[config.mk]
export PLATFORM = sky130hd
export DESIGN_NAME = radial_glow_additive_blend_flat
export DESIGN_NICKNAME = d
export VERILOG_FILES = /design/src/rgab_pkg.sv /design/src/rgab_in_if.sv /design/src/rgab_out_if.sv /design/src/rgab_sqrt_cell.sv /design/src/rgab_div_cell.sv /design/src/radial_glow_additive_blend.sv /design/src/flat_wrapper.sv
export SDC_FILE = /design/constraint.sdc
export NUM_CORES = 2
export LEC_CHECK = 0
export BUFFER_PORTS_ARGS = -buffer_cell sky130_fd_sc_hd__buf_2
export CAP_MARGIN = 20
export CORE_ASPECT_RATIO = 0.8
export CORE_MARGIN = 2
export CORE_UTILIZATION = 55
export DETAILED_ROUTE_END_ITERATION = 6
export PLACE_DENSITY = 0.67
export REMOVE_ABC_BUFFERS = 1
export SYNTH_ARGS = -nofsm -noshare
export SYNTH_HDL_FRONTEND = slang
export SYNTH_SLANG_ARGS = --single-unit
[constraint.sdc]
create_clock -name clk -period 23.6 [get_ports clk]
set_input_delay 2.36 -clock clk [delete_from_list [all_inputs] [get_ports clk]]
set_output_delay 2.36 -clock clk [all_outputs]
set_load 0.1 [all_outputs]
[src/rgab_pkg.sv]
// Shared types and constants for the radial glow blend pipeline.
`timescale 1ns / 1ps

package rgab_pkg;

  // Default raster size
  localparam int IMAGE_WIDTH_DEF  = 1280;
  localparam int IMAGE_HEIGHT_DEF = 720;

  // Configuration register indexes
  localparam logic [2:0] REG_CENTER_X    = 3'd0;
  localparam logic [2:0] REG_CENTER_Y    = 3'd1;
  localparam logic [2:0] REG_GLOW_RADIUS = 3'd2;
  localparam logic [2:0] REG_GLOW_RED    = 3'd3;
  localparam logic [2:0] REG_GLOW_GREEN  = 3'd4;
  localparam logic [2:0] REG_GLOW_BLUE   = 3'd5;
  localparam logic [2:0] REG_PEAK_ALPHA  = 3'd6;

  // Register reset values
  localparam logic [11:0] CENTER_X_RST = 12'd640;
  localparam logic [11:0] CENTER_Y_RST = 12'd360;

  // Root and divide cell counts
  localparam int SQRT_CELLS = 13;
  localparam int DIV_CELLS  = 9;

  // Work item carried down the chain
  typedef struct packed {
    logic        act;
    logic [7:0]  red;
    logic [7:0]  green;
    logic [7:0]  blue;
    logic [11:0] dx;
    logic [11:0] dy;
    logic [23:0] dxsq;
    logic [23:0] dysq;
    logic [25:0] v;
    logic [25:0] root;
    logic [11:0] rem;
    logic [20:0] num;
    logic [8:0]  quo;
  } pkt_t;

endpackage

[src/rgab_in_if.sv]
// Pixel input channel: valid/ready with coordinates and color.
`timescale 1ns / 1ps

interface rgab_in_if;
  logic       valid;
  logic       ready;
  logic [11:0] pixel_x;
  logic [11:0] pixel_y;
  logic [7:0]  in_red;
  logic [7:0]  in_green;
  logic [7:0]  in_blue;

  modport source (output valid, pixel_x, pixel_y, in_red, in_green, in_blue, input ready);
  modport sink (input valid, pixel_x, pixel_y, in_red, in_green, in_blue, output ready);
endinterface

[src/rgab_out_if.sv]
// Pixel result channel: valid/ready with blended color.
`timescale 1ns / 1ps

interface rgab_out_if;
  logic       valid;
  logic       ready;
  logic [7:0] out_red;
  logic [7:0] out_green;
  logic [7:0] out_blue;

  modport source (output valid, out_red, out_green, out_blue, input ready);
  modport sink (input valid, out_red, out_green, out_blue, output ready);
endinterface

[src/rgab_sqrt_cell.sv]
// One digit cell of the pipelined floor square root.
`timescale 1ns / 1ps

module rgab_sqrt_cell
  import rgab_pkg::*;
#(
  parameter int SHIFT = 0
) (
  input  logic clk,
  input  logic rst_n,
  input  logic valid_i,
  input  pkt_t pkt_i,
  output logic ready_o,
  output logic valid_o,
  output pkt_t pkt_o,
  input  logic ready_i
);

  localparam logic [25:0] BIT_VAL = 26'(1) << SHIFT;

  logic        valid_r;
  pkt_t        pkt_r;
  pkt_t        pkt_nxt;
  logic [25:0] trial;

  // Restoring root step on one bit pair
  always_comb begin
    pkt_nxt = pkt_i;
    trial   = pkt_i.root + BIT_VAL;
    if (pkt_i.v >= trial) begin
      pkt_nxt.v    = pkt_i.v - trial;
      pkt_nxt.root = (pkt_i.root >> 1) + BIT_VAL;
    end else begin
      pkt_nxt.root = pkt_i.root >> 1;
    end
  end

  assign ready_o = !valid_r || ready_i;

  always_ff @(posedge clk) begin
    if (!rst_n) begin
      valid_r <= 1'b0;
    end else if (ready_o) begin
      valid_r <= valid_i;
    end
  end

  always_ff @(posedge clk) begin
    if (ready_o && valid_i) begin
      pkt_r <= pkt_nxt;
    end
  end

  assign valid_o = valid_r;
  assign pkt_o   = pkt_r;

endmodule

[src/rgab_div_cell.sv]
// One quotient-bit cell of the pipelined restoring divider.
`timescale 1ns / 1ps

module rgab_div_cell
  import rgab_pkg::*;
#(
  parameter int QBIT = 0
) (
  input  logic        clk,
  input  logic        rst_n,
  input  logic [11:0] radius,
  input  logic        valid_i,
  input  pkt_t        pkt_i,
  output logic        ready_o,
  output logic        valid_o,
  output pkt_t        pkt_o,
  input  logic        ready_i
);

  logic        valid_r;
  pkt_t        pkt_r;
  pkt_t        pkt_nxt;
  logic [12:0] rem2;

  // Shift in next numerator bit, subtract divisor if it fits
  always_comb begin
    pkt_nxt = pkt_i;
    rem2    = {pkt_i.rem, pkt_i.num[QBIT]};
    if (rem2 >= {1'b0, radius}) begin
      pkt_nxt.rem       = 12'(rem2 - {1'b0, radius});
      pkt_nxt.quo[QBIT] = 1'b1;
    end else begin
      pkt_nxt.rem = rem2[11:0];
    end
  end

  assign ready_o = !valid_r || ready_i;

  always_ff @(posedge clk) begin
    if (!rst_n) begin
      valid_r <= 1'b0;
    end else if (ready_o) begin
      valid_r <= valid_i;
    end
  end

  always_ff @(posedge clk) begin
    if (ready_o && valid_i) begin
      pkt_r <= pkt_nxt;
    end
  end

  assign valid_o = valid_r;
  assign pkt_o   = pkt_r;

endmodule

[src/radial_glow_additive_blend.sv]
// Top level: radial additive glow over a pixel stream.
//
// in_ch carries one pixel per transaction (pixel_x, pixel_y, in_red/green/blue);
// out_ch returns the blended pixel, one result per input, in order.
// Both use valid/ready; a transaction happens when both are high at clk.
// cfg_we/cfg_idx/cfg_data write the seven glow registers; write only while idle.
//
// The pipeline is distance (3 stages), a chain of 13 root cells, the
// alpha multiply, a chain of 9 divider cells and the blend/output register.
// Throughput is one pixel per cycle while out_ch is ready; every stage holds
// its own valid bit, so bubbles close up and a new pixel is taken while a
// result waits at out_ch. When out_ch stalls, stages fill up from the output
// back; in_ch.ready falls only once every stage holds a pixel.
// Reset (rst_n low, synchronous) empties the pipeline and loads the register
// defaults: center 640,360, radius 0 (glow off), colors and peak 0.
`timescale 1ns / 1ps

module radial_glow_additive_blend
  import rgab_pkg::*;
#(
  parameter int IMAGE_WIDTH  = IMAGE_WIDTH_DEF,
  parameter int IMAGE_HEIGHT = IMAGE_HEIGHT_DEF
) (
  input  logic        clk,
  input  logic        rst_n,
  input  logic        cfg_we,
  input  logic [2:0]  cfg_idx,
  input  logic [11:0] cfg_data,
  rgab_in_if.sink     in_ch,
  rgab_out_if.source  out_ch
);

  localparam logic [12:0] WIDTH_L  = 13'(IMAGE_WIDTH);
  localparam logic [12:0] HEIGHT_L = 13'(IMAGE_HEIGHT);

  // Configuration registers
  logic [11:0] center_x_r, center_y_r, radius_r;
  logic [7:0]  glow_red_r, glow_green_r, glow_blue_r;
  logic [8:0]  peak_r;
  logic [23:0] rsq_r;

  always_ff @(posedge clk) begin
    if (!rst_n) begin
      center_x_r   <= CENTER_X_RST;
      center_y_r   <= CENTER_Y_RST;
      radius_r     <= '0;
      glow_red_r   <= '0;
      glow_green_r <= '0;
      glow_blue_r  <= '0;
      peak_r       <= '0;
    end else if (cfg_we) begin
      case (cfg_idx)
        REG_CENTER_X:    center_x_r   <= cfg_data;
        REG_CENTER_Y:    center_y_r   <= cfg_data;
        REG_GLOW_RADIUS: radius_r     <= cfg_data;
        REG_GLOW_RED:    glow_red_r   <= cfg_data[7:0];
        REG_GLOW_GREEN:  glow_green_r <= cfg_data[7:0];
        REG_GLOW_BLUE:   glow_blue_r  <= cfg_data[7:0];
        REG_PEAK_ALPHA:  peak_r       <= cfg_data[8:0];
        default: ;
      endcase
    end
  end

  // Radius squared, refreshed every cycle from the register
  always_ff @(posedge clk) begin
    rsq_r <= radius_r * radius_r;
  end

  // Stage 0: offsets, in-image check and nonzero-radius check
  logic v0_r, rdy0;
  pkt_t p0_r, p0_nxt;
  logic rdy1;

  always_comb begin
    p0_nxt       = '0;
    p0_nxt.act   = (radius_r != 12'd0) && ({1'b0, in_ch.pixel_x} < WIDTH_L) &&
                   ({1'b0, in_ch.pixel_y} < HEIGHT_L);
    p0_nxt.red   = in_ch.in_red;
    p0_nxt.green = in_ch.in_green;
    p0_nxt.blue  = in_ch.in_blue;
    p0_nxt.dx    = (in_ch.pixel_x >= center_x_r) ? in_ch.pixel_x - center_x_r
                                                 : center_x_r - in_ch.pixel_x;
    p0_nxt.dy    = (in_ch.pixel_y >= center_y_r) ? in_ch.pixel_y - center_y_r
                                                 : center_y_r - in_ch.pixel_y;
  end

  assign rdy0        = !v0_r || rdy1;
  assign in_ch.ready = rdy0;

  always_ff @(posedge clk) begin
    if (!rst_n) begin
      v0_r <= 1'b0;
    end else if (rdy0) begin
      v0_r <= in_ch.valid;
    end
  end

  always_ff @(posedge clk) begin
    if (rdy0 && in_ch.valid) begin
      p0_r <= p0_nxt;
    end
  end

  // Stage 1: squares of the offsets
  logic v1_r;
  pkt_t p1_r, p1_nxt;
  logic rdy2;

  always_comb begin
    p1_nxt      = p0_r;
    p1_nxt.dxsq = p0_r.dx * p0_r.dx;
    p1_nxt.dysq = p0_r.dy * p0_r.dy;
  end

  assign rdy1 = !v1_r || rdy2;

  always_ff @(posedge clk) begin
    if (!rst_n) begin
      v1_r <= 1'b0;
    end else if (rdy1) begin
      v1_r <= v0_r;
    end
  end

  always_ff @(posedge clk) begin
    if (rdy1 && v0_r) begin
      p1_r <= p1_nxt;
    end
  end

  // Stage 2: squared distance and circle test, seed the root
  logic        v2_r;
  pkt_t        p2_r, p2_nxt;
  logic [24:0] dsq;
  logic        rdy_sq0;

  always_comb begin
    dsq         = {1'b0, p1_r.dxsq} + {1'b0, p1_r.dysq};
    p2_nxt      = p1_r;
    p2_nxt.act  = p1_r.act && (dsq < {1'b0, rsq_r});
    p2_nxt.v    = {1'b0, dsq};
    p2_nxt.root = '0;
  end

  assign rdy2 = !v2_r || rdy_sq0;

  always_ff @(posedge clk) begin
    if (!rst_n) begin
      v2_r <= 1'b0;
    end else if (rdy2) begin
      v2_r <= v1_r;
    end
  end

  always_ff @(posedge clk) begin
    if (rdy2 && v1_r) begin
      p2_r <= p2_nxt;
    end
  end

  // Root chain
  logic sq_v   [SQRT_CELLS+1];
  pkt_t sq_p   [SQRT_CELLS+1];
  logic sq_rdy [SQRT_CELLS+1];

  assign sq_v[0]  = v2_r;
  assign sq_p[0]  = p2_r;
  assign rdy_sq0  = sq_rdy[0];

  for (genvar k = 0; k < SQRT_CELLS; k++) begin : g_sqrt
    rgab_sqrt_cell #(.SHIFT(2 * (SQRT_CELLS - 1 - k))) u_cell (
      .clk     (clk),
      .rst_n   (rst_n),
      .valid_i (sq_v[k]),
      .pkt_i   (sq_p[k]),
      .ready_o (sq_rdy[k]),
      .valid_o (sq_v[k+1]),
      .pkt_o   (sq_p[k+1]),
      .ready_i (sq_rdy[k+1])
    );
  end

  // Alpha numerator: (radius - dist) * peak
  logic        vm_r, rdym;
  pkt_t        pm_r, pm_nxt;
  logic [11:0] diff;
  logic        rdy_dv0;

  always_comb begin
    diff       = radius_r - sq_p[SQRT_CELLS].root[11:0];
    pm_nxt     = sq_p[SQRT_CELLS];
    pm_nxt.num = 21'(diff) * 21'(peak_r);
    pm_nxt.rem = pm_nxt.num[20:9];
    pm_nxt.quo = '0;
  end

  assign rdym               = !vm_r || rdy_dv0;
  assign sq_rdy[SQRT_CELLS] = rdym;

  always_ff @(posedge clk) begin
    if (!rst_n) begin
      vm_r <= 1'b0;
    end else if (rdym) begin
      vm_r <= sq_v[SQRT_CELLS];
    end
  end

  always_ff @(posedge clk) begin
    if (rdym && sq_v[SQRT_CELLS]) begin
      pm_r <= pm_nxt;
    end
  end

  // Divider chain
  logic dv_v   [DIV_CELLS+1];
  pkt_t dv_p   [DIV_CELLS+1];
  logic dv_rdy [DIV_CELLS+1];

  assign dv_v[0] = vm_r;
  assign dv_p[0] = pm_r;
  assign rdy_dv0 = dv_rdy[0];

  for (genvar k = 0; k < DIV_CELLS; k++) begin : g_div
    rgab_div_cell #(.QBIT(DIV_CELLS - 1 - k)) u_cell (
      .clk     (clk),
      .rst_n   (rst_n),
      .radius  (radius_r),
      .valid_i (dv_v[k]),
      .pkt_i   (dv_p[k]),
      .ready_o (dv_rdy[k]),
      .valid_o (dv_v[k+1]),
      .pkt_o   (dv_p[k+1]),
      .ready_i (dv_rdy[k+1])
    );
  end

  // Blend and output register
  logic        vo_r, rdyo;
  logic [7:0]  ored_r, ogrn_r, oblu_r;
  logic [8:0]  alpha;
  logic [16:0] pr, pg, pb;
  logic [9:0]  sr, sg, sb;
  pkt_t        pf;

  assign pf = dv_p[DIV_CELLS];

  always_comb begin
    alpha = (pf.quo > peak_r) ? peak_r : pf.quo;
    pr    = 17'(glow_red_r) * 17'(alpha);
    pg    = 17'(glow_green_r) * 17'(alpha);
    pb    = 17'(glow_blue_r) * 17'(alpha);
    sr    = 10'(pf.red) + 10'(pr[16:8]);
    sg    = 10'(pf.green) + 10'(pg[16:8]);
    sb    = 10'(pf.blue) + 10'(pb[16:8]);
  end

  assign rdyo              = !vo_r || out_ch.ready;
  assign dv_rdy[DIV_CELLS] = rdyo;

  always_ff @(posedge clk) begin
    if (!rst_n) begin
      vo_r <= 1'b0;
    end else if (rdyo) begin
      vo_r <= dv_v[DIV_CELLS];
    end
  end

  always_ff @(posedge clk) begin
    if (rdyo && dv_v[DIV_CELLS]) begin
      if (pf.act) begin
        ored_r <= (sr > 10'd255) ? 8'hFF : sr[7:0];
        ogrn_r <= (sg > 10'd255) ? 8'hFF : sg[7:0];
        oblu_r <= (sb > 10'd255) ? 8'hFF : sb[7:0];
      end else begin
        ored_r <= pf.red;
        ogrn_r <= pf.green;
        oblu_r <= pf.blue;
      end
    end
  end

  assign out_ch.valid     = vo_r;
  assign out_ch.out_red   = ored_r;
  assign out_ch.out_green = ogrn_r;
  assign out_ch.out_blue  = oblu_r;

  // Input only backs up when the whole chain is full and the output is held
  a_full_stall: assert property (@(posedge clk) disable iff (!rst_n)
    !in_ch.ready |-> (out_ch.valid && !out_ch.ready))
    else $error("input stalled without a held result");

  // Root of a 25-bit value fits in 13 bits
  a_root_width: assert property (@(posedge clk) disable iff (!rst_n)
    sq_v[SQRT_CELLS] |-> (sq_p[SQRT_CELLS].root[25:13] == '0))
    else $error("root out of range");

  // Quotient never exceeds the peak weight for a glowing pixel
  a_quo_peak: assert property (@(posedge clk) disable iff (!rst_n)
    (dv_v[DIV_CELLS] && pf.act) |-> (pf.quo <= peak_r))
    else $error("alpha above peak");

endmodule
[src/flat_wrapper.sv]
// flat-port wrapper written by rule: the top's interface ports become plain ports
module radial_glow_additive_blend_flat import rgab_pkg::*;
#(
  parameter int IMAGE_WIDTH  = IMAGE_WIDTH_DEF,
  parameter int IMAGE_HEIGHT = IMAGE_HEIGHT_DEF
)
  (clk, rst_n, cfg_we, cfg_idx, cfg_data, in_ch_valid, in_ch_pixel_x, in_ch_pixel_y, in_ch_in_red, in_ch_in_green, in_ch_in_blue, in_ch_ready, out_ch_valid, out_ch_out_red, out_ch_out_green, out_ch_out_blue, out_ch_ready);
  rgab_in_if in_ch_i ();
  rgab_out_if out_ch_i ();
  input  logic clk;
  input  logic rst_n;
  input  logic cfg_we;
  input  logic [2:0] cfg_idx;
  input  logic [11:0] cfg_data;
  input wire logic [$bits(in_ch_i.valid)-1:0] in_ch_valid;
  input wire logic [$bits(in_ch_i.pixel_x)-1:0] in_ch_pixel_x;
  input wire logic [$bits(in_ch_i.pixel_y)-1:0] in_ch_pixel_y;
  input wire logic [$bits(in_ch_i.in_red)-1:0] in_ch_in_red;
  input wire logic [$bits(in_ch_i.in_green)-1:0] in_ch_in_green;
  input wire logic [$bits(in_ch_i.in_blue)-1:0] in_ch_in_blue;
  output wire logic [$bits(in_ch_i.ready)-1:0] in_ch_ready;
  output wire logic [$bits(out_ch_i.valid)-1:0] out_ch_valid;
  output wire logic [$bits(out_ch_i.out_red)-1:0] out_ch_out_red;
  output wire logic [$bits(out_ch_i.out_green)-1:0] out_ch_out_green;
  output wire logic [$bits(out_ch_i.out_blue)-1:0] out_ch_out_blue;
  input wire logic [$bits(out_ch_i.ready)-1:0] out_ch_ready;
  assign in_ch_i.valid = in_ch_valid;
  assign in_ch_i.pixel_x = in_ch_pixel_x;
  assign in_ch_i.pixel_y = in_ch_pixel_y;
  assign in_ch_i.in_red = in_ch_in_red;
  assign in_ch_i.in_green = in_ch_in_green;
  assign in_ch_i.in_blue = in_ch_in_blue;
  assign in_ch_ready = in_ch_i.ready;
  assign out_ch_valid = out_ch_i.valid;
  assign out_ch_out_red = out_ch_i.out_red;
  assign out_ch_out_green = out_ch_i.out_green;
  assign out_ch_out_blue = out_ch_i.out_blue;
  assign out_ch_i.ready = out_ch_ready;
  radial_glow_additive_blend #(.IMAGE_WIDTH(IMAGE_WIDTH), .IMAGE_HEIGHT(IMAGE_HEIGHT)) u_core (.clk(clk), .rst_n(rst_n), .cfg_we(cfg_we), .cfg_idx(cfg_idx), .cfg_data(cfg_data), .in_ch(in_ch_i), .out_ch(out_ch_i));
endmodule
==> results.py <==
metrics = {
    "status": {
        "status": "complete, no violations",
    },
    "setup_path": {
        "critPathMaxStageDelay_ns": 0.71,
        "critPathCaptureType": "register",
        "crit_slowest_cell": "dfxtp_1",
        "critPathArrivalTime_ns": 9.48,
        "worst_path_most_repeated_cell": "fa_1",
        "cp.required_ns": 24.10,
        "startpoint_type": "register",
        "critPathKind": "reg2reg",
        "cp_max_fo": 24,
    },
    "power": {
        "power_leakage_nw": 36.6,
        "power.density_nw_per_um2": 90.3,
        "vdd_drop_max_mv": 0.181,
    },
    "floorplanning": {
        "start_util": 0.553,
        "die_x_um": 437,
        "dieArea_um2": 153000,
        "coreArea_um2": 149000,
        "dieHeight_um": 350,
        "ios": 94,
        "num_rows": 127,
    },
    "place": {
        "gp_congestion": 0.891,
        "dp_hpwl_mm": 127,
        "post-place-ws_ns": 14.66,
        "portBuffers": 93,
        "placedCellCount": 8616,
    },
    "clock_tree": {
        "clk_path_buf_depth": 3,
        "cts_setup_buffers": 0,
        "cts_buffers": 149,
        "numClockSinks": 1488,
        "cts_hold_buffers": 0,
        "cts-resized-gates": 0,
        "cts_root_buf": "clkbuf_16",
        "cts_tree": "yes",
        "htreeDepth": 4,
        "path_clk_slew_ns": 0.06,
        "clock_latency_ns": 0.77,
    },
    "finish": {
        "final_core_util": 0.608,
        "area_growth_pct": 10.0,
        "final_cell_count_no_fill": 8893,
        "nets": 7945,
        "drive_gt1_frac": 0.0685,
    },
    "synth": {
        "yosysUniqueCellTypes": 87,
        "syn_area_per_cell_um2": 12.5,
        "seq_area_frac_synth": 0.527,
        "synthTopCellsByCount": "edfxtp_1, inv_1, ha_1, nand2_1, fa_1",
        "ys_async_sr_fraction": 0,
        "synth_top_area_share": 0.498,
        "netlist_area_um2": 82500,
        "synth.most_common_cell": "edfxtp_1",
        "synth_area_leader_cell": "edfxtp_1",
        "ys_top_cells_by_area": "edfxtp_1, fa_1, ha_1",
        "dominantRegCellSynth": "edfxtp_1",
        "synth_edf_count": 1369,
        "postSynthCellCount": 6596,
        "yosysWarnings": 0,
        "ys_ff_latch": 1488,
    },
    "route": {
        "drt-initial-drc-count": 3611,
        "drc": 0,
        "via_count": 48500,
        "via_per_inst": 5.46,
        "antenna_left": 0,
        "wirelength_mm": 171,
        "wl_per_cell_um": 19.2,
        "dr.pass1.iters": 5,
    },
    "timing": {
        "skew_ns": 0.0310,
        "setup_ws_ns": 14.62,
        "fin_hold_ws_ns": 0.398,
        "max_freq_ghz": 0.111,
        "finalMaxSlewViolations": 0,
        "fin_crit_ns": 8.98,
        "rsz0062_at_grt": "no",
        "maxSlewHeadroom": 0.227,
        "hold_viol": 0,
        "fin_crit_sh": 0.381,
        "worst_slew_pin_slew_ns": 1.16,
        "setup-violations-final": 0,
        "tns_ns": 0,
    },
    "job": {
        "max-cap-violations": 0,
    },
    "global_route": {
        "antenna_found_initial": 10,
        "grt_overflow": 0,
        "grt_pass1_wl_mm": 274,
        "grtUsageTotal": 0.229,
        "grt_max_degree": 72,
        "grt_pass1_vias": 49300,
    },
    "worst_hold_path": {
        "min_path_type": "reg2reg",
    },
}
==> registers in the layout, summed over array words and instances, names as in the netlist, 9 cells and up <==
signal	count
u_core.rsq_r	23
u_core.center_y_r	12
u_core.g_div.u_cell.valid_o	9
u_core.p1_r	71
u_core.radius_r	12
u_core.p0_r	49
u_core.g_sqrt.u_cell.pkt_o	727
u_core.center_x_r	12
u_core.g_sqrt.u_cell.valid_o	13
u_core.dv_p	46
u_core.g_div.u_cell.pkt_o	402
u_core.p2_r	50
u_core.peak_r	9
==> final timing paths <==
check	start	endpoint	slack, ns	cells after the start
setup / recovery	u_core.peak_r[1]$_SDFFE_PN0P_	u_core.out_ch.out_green[3]$_DFFE_PP_	14.62	34
hold / removal	u_core.g_div[2].u_cell.pkt_o[175]$_DFFE_PP_	u_core.g_div[3].u_cell.pkt_o[175]$_DFFE_PP_	0.40	0
setup reg to reg	u_core.peak_r[1]$_SDFFE_PN0P_	u_core.out_ch.out_green[3]$_DFFE_PP_	14.62	34
hold reg to reg	u_core.g_div[2].u_cell.pkt_o[175]$_DFFE_PP_	u_core.g_div[3].u_cell.pkt_o[175]$_DFFE_PP_	0.40	0
==> layer usage <==
| metal | up-vias | global-route usage | wire [um] |
|---|---|---|---|
| met1 | 23800 | 0.332 | 80700 |
| met5 | - | 0 | 0 |
| met2 | 1132 | 0.359 | 76700 |
| met4 | 0 | 0.0684 | 4670 |
| met3 | 246 | 0.0351 | 8690 |
| li1 | 23300 | - | - |
==> worst max-delay path: cells and delay by family (launching register included) <==
kind            cells  cell delay, ns
flops               1            0.71
compound gates     11            2.00
buf+inv             5            0.75
mux                 1            0.22
xor+xnor            1            0.19
simple gates        9            1.71
fa+ha+maj           7            3.12
==> through the flow <==
stage / total power (W) / cell area, um^2
floorplan: 0.00519 / 82000
detailed placement: 0.00584 / 85700
global route: 0.00877 / 90800
finish: 0.00820 / 90800
global placement: 0.00579 / 85700
CTS: 0.00829 / 90800
==> report_power, final <==
group	switching (W)	leakage (nW)	internal (W)
Combinational	0.00152	20.8	0.00115
Clock	0.00101	2.45	0.00141
Sequential	0.0000495	13.4	0.00307
Total	0.00258	36.6	0.00562
==> cell type report <==
class	count	area [um^2]
Antenna cell	5	12.5
Sequential cell	1488	43500
Clock buffer	178	3920
Clock inverter	92	1110
Inverter	794	2980
Tap cell	1999	2500
Multi-Input combinational cell	4177	35800
Fill cell	11600	58600
Timing Repair Buffer	160	991
==> cell families (layout without fill, tap and decap cells) <==
group,count (synthesis),in the layout,share of synthesized area
AND/OR/NAND/NOR,1733,1733,0.105
flip-flops,1488,1488,0.527
adder cells (fa/ha/maj),1107,1107,0.208
AO/OA/AOI/OAI,964,964,0.0768
buffers and inverters,932,1224,0.0426
XOR/XNOR,323,323,0.0344
multiplexers,48,48,0.00620
other,1,7,0.0000454
==> layout by cell type, fill, tap and decap left out, types with 85 or more instances in the layout <==
cell type / instances
edfxtp_1: 1369
inv_1: 789
ha_1: 661
nand2_1: 502
fa_1: 446
nor2_1: 326
nor2b_1: 217
a21oi_1: 215
o21ai_0: 206
and2_1: 197
xnor2_1: 195
clkbuf_16: 151
xor2_1: 127
dfxtp_1: 119
nor3_1: 115
a21boi_0: 108
a21o_1: 94
buf_2: 94
o21a_1: 85
Power figures use the tool's default switching activity.
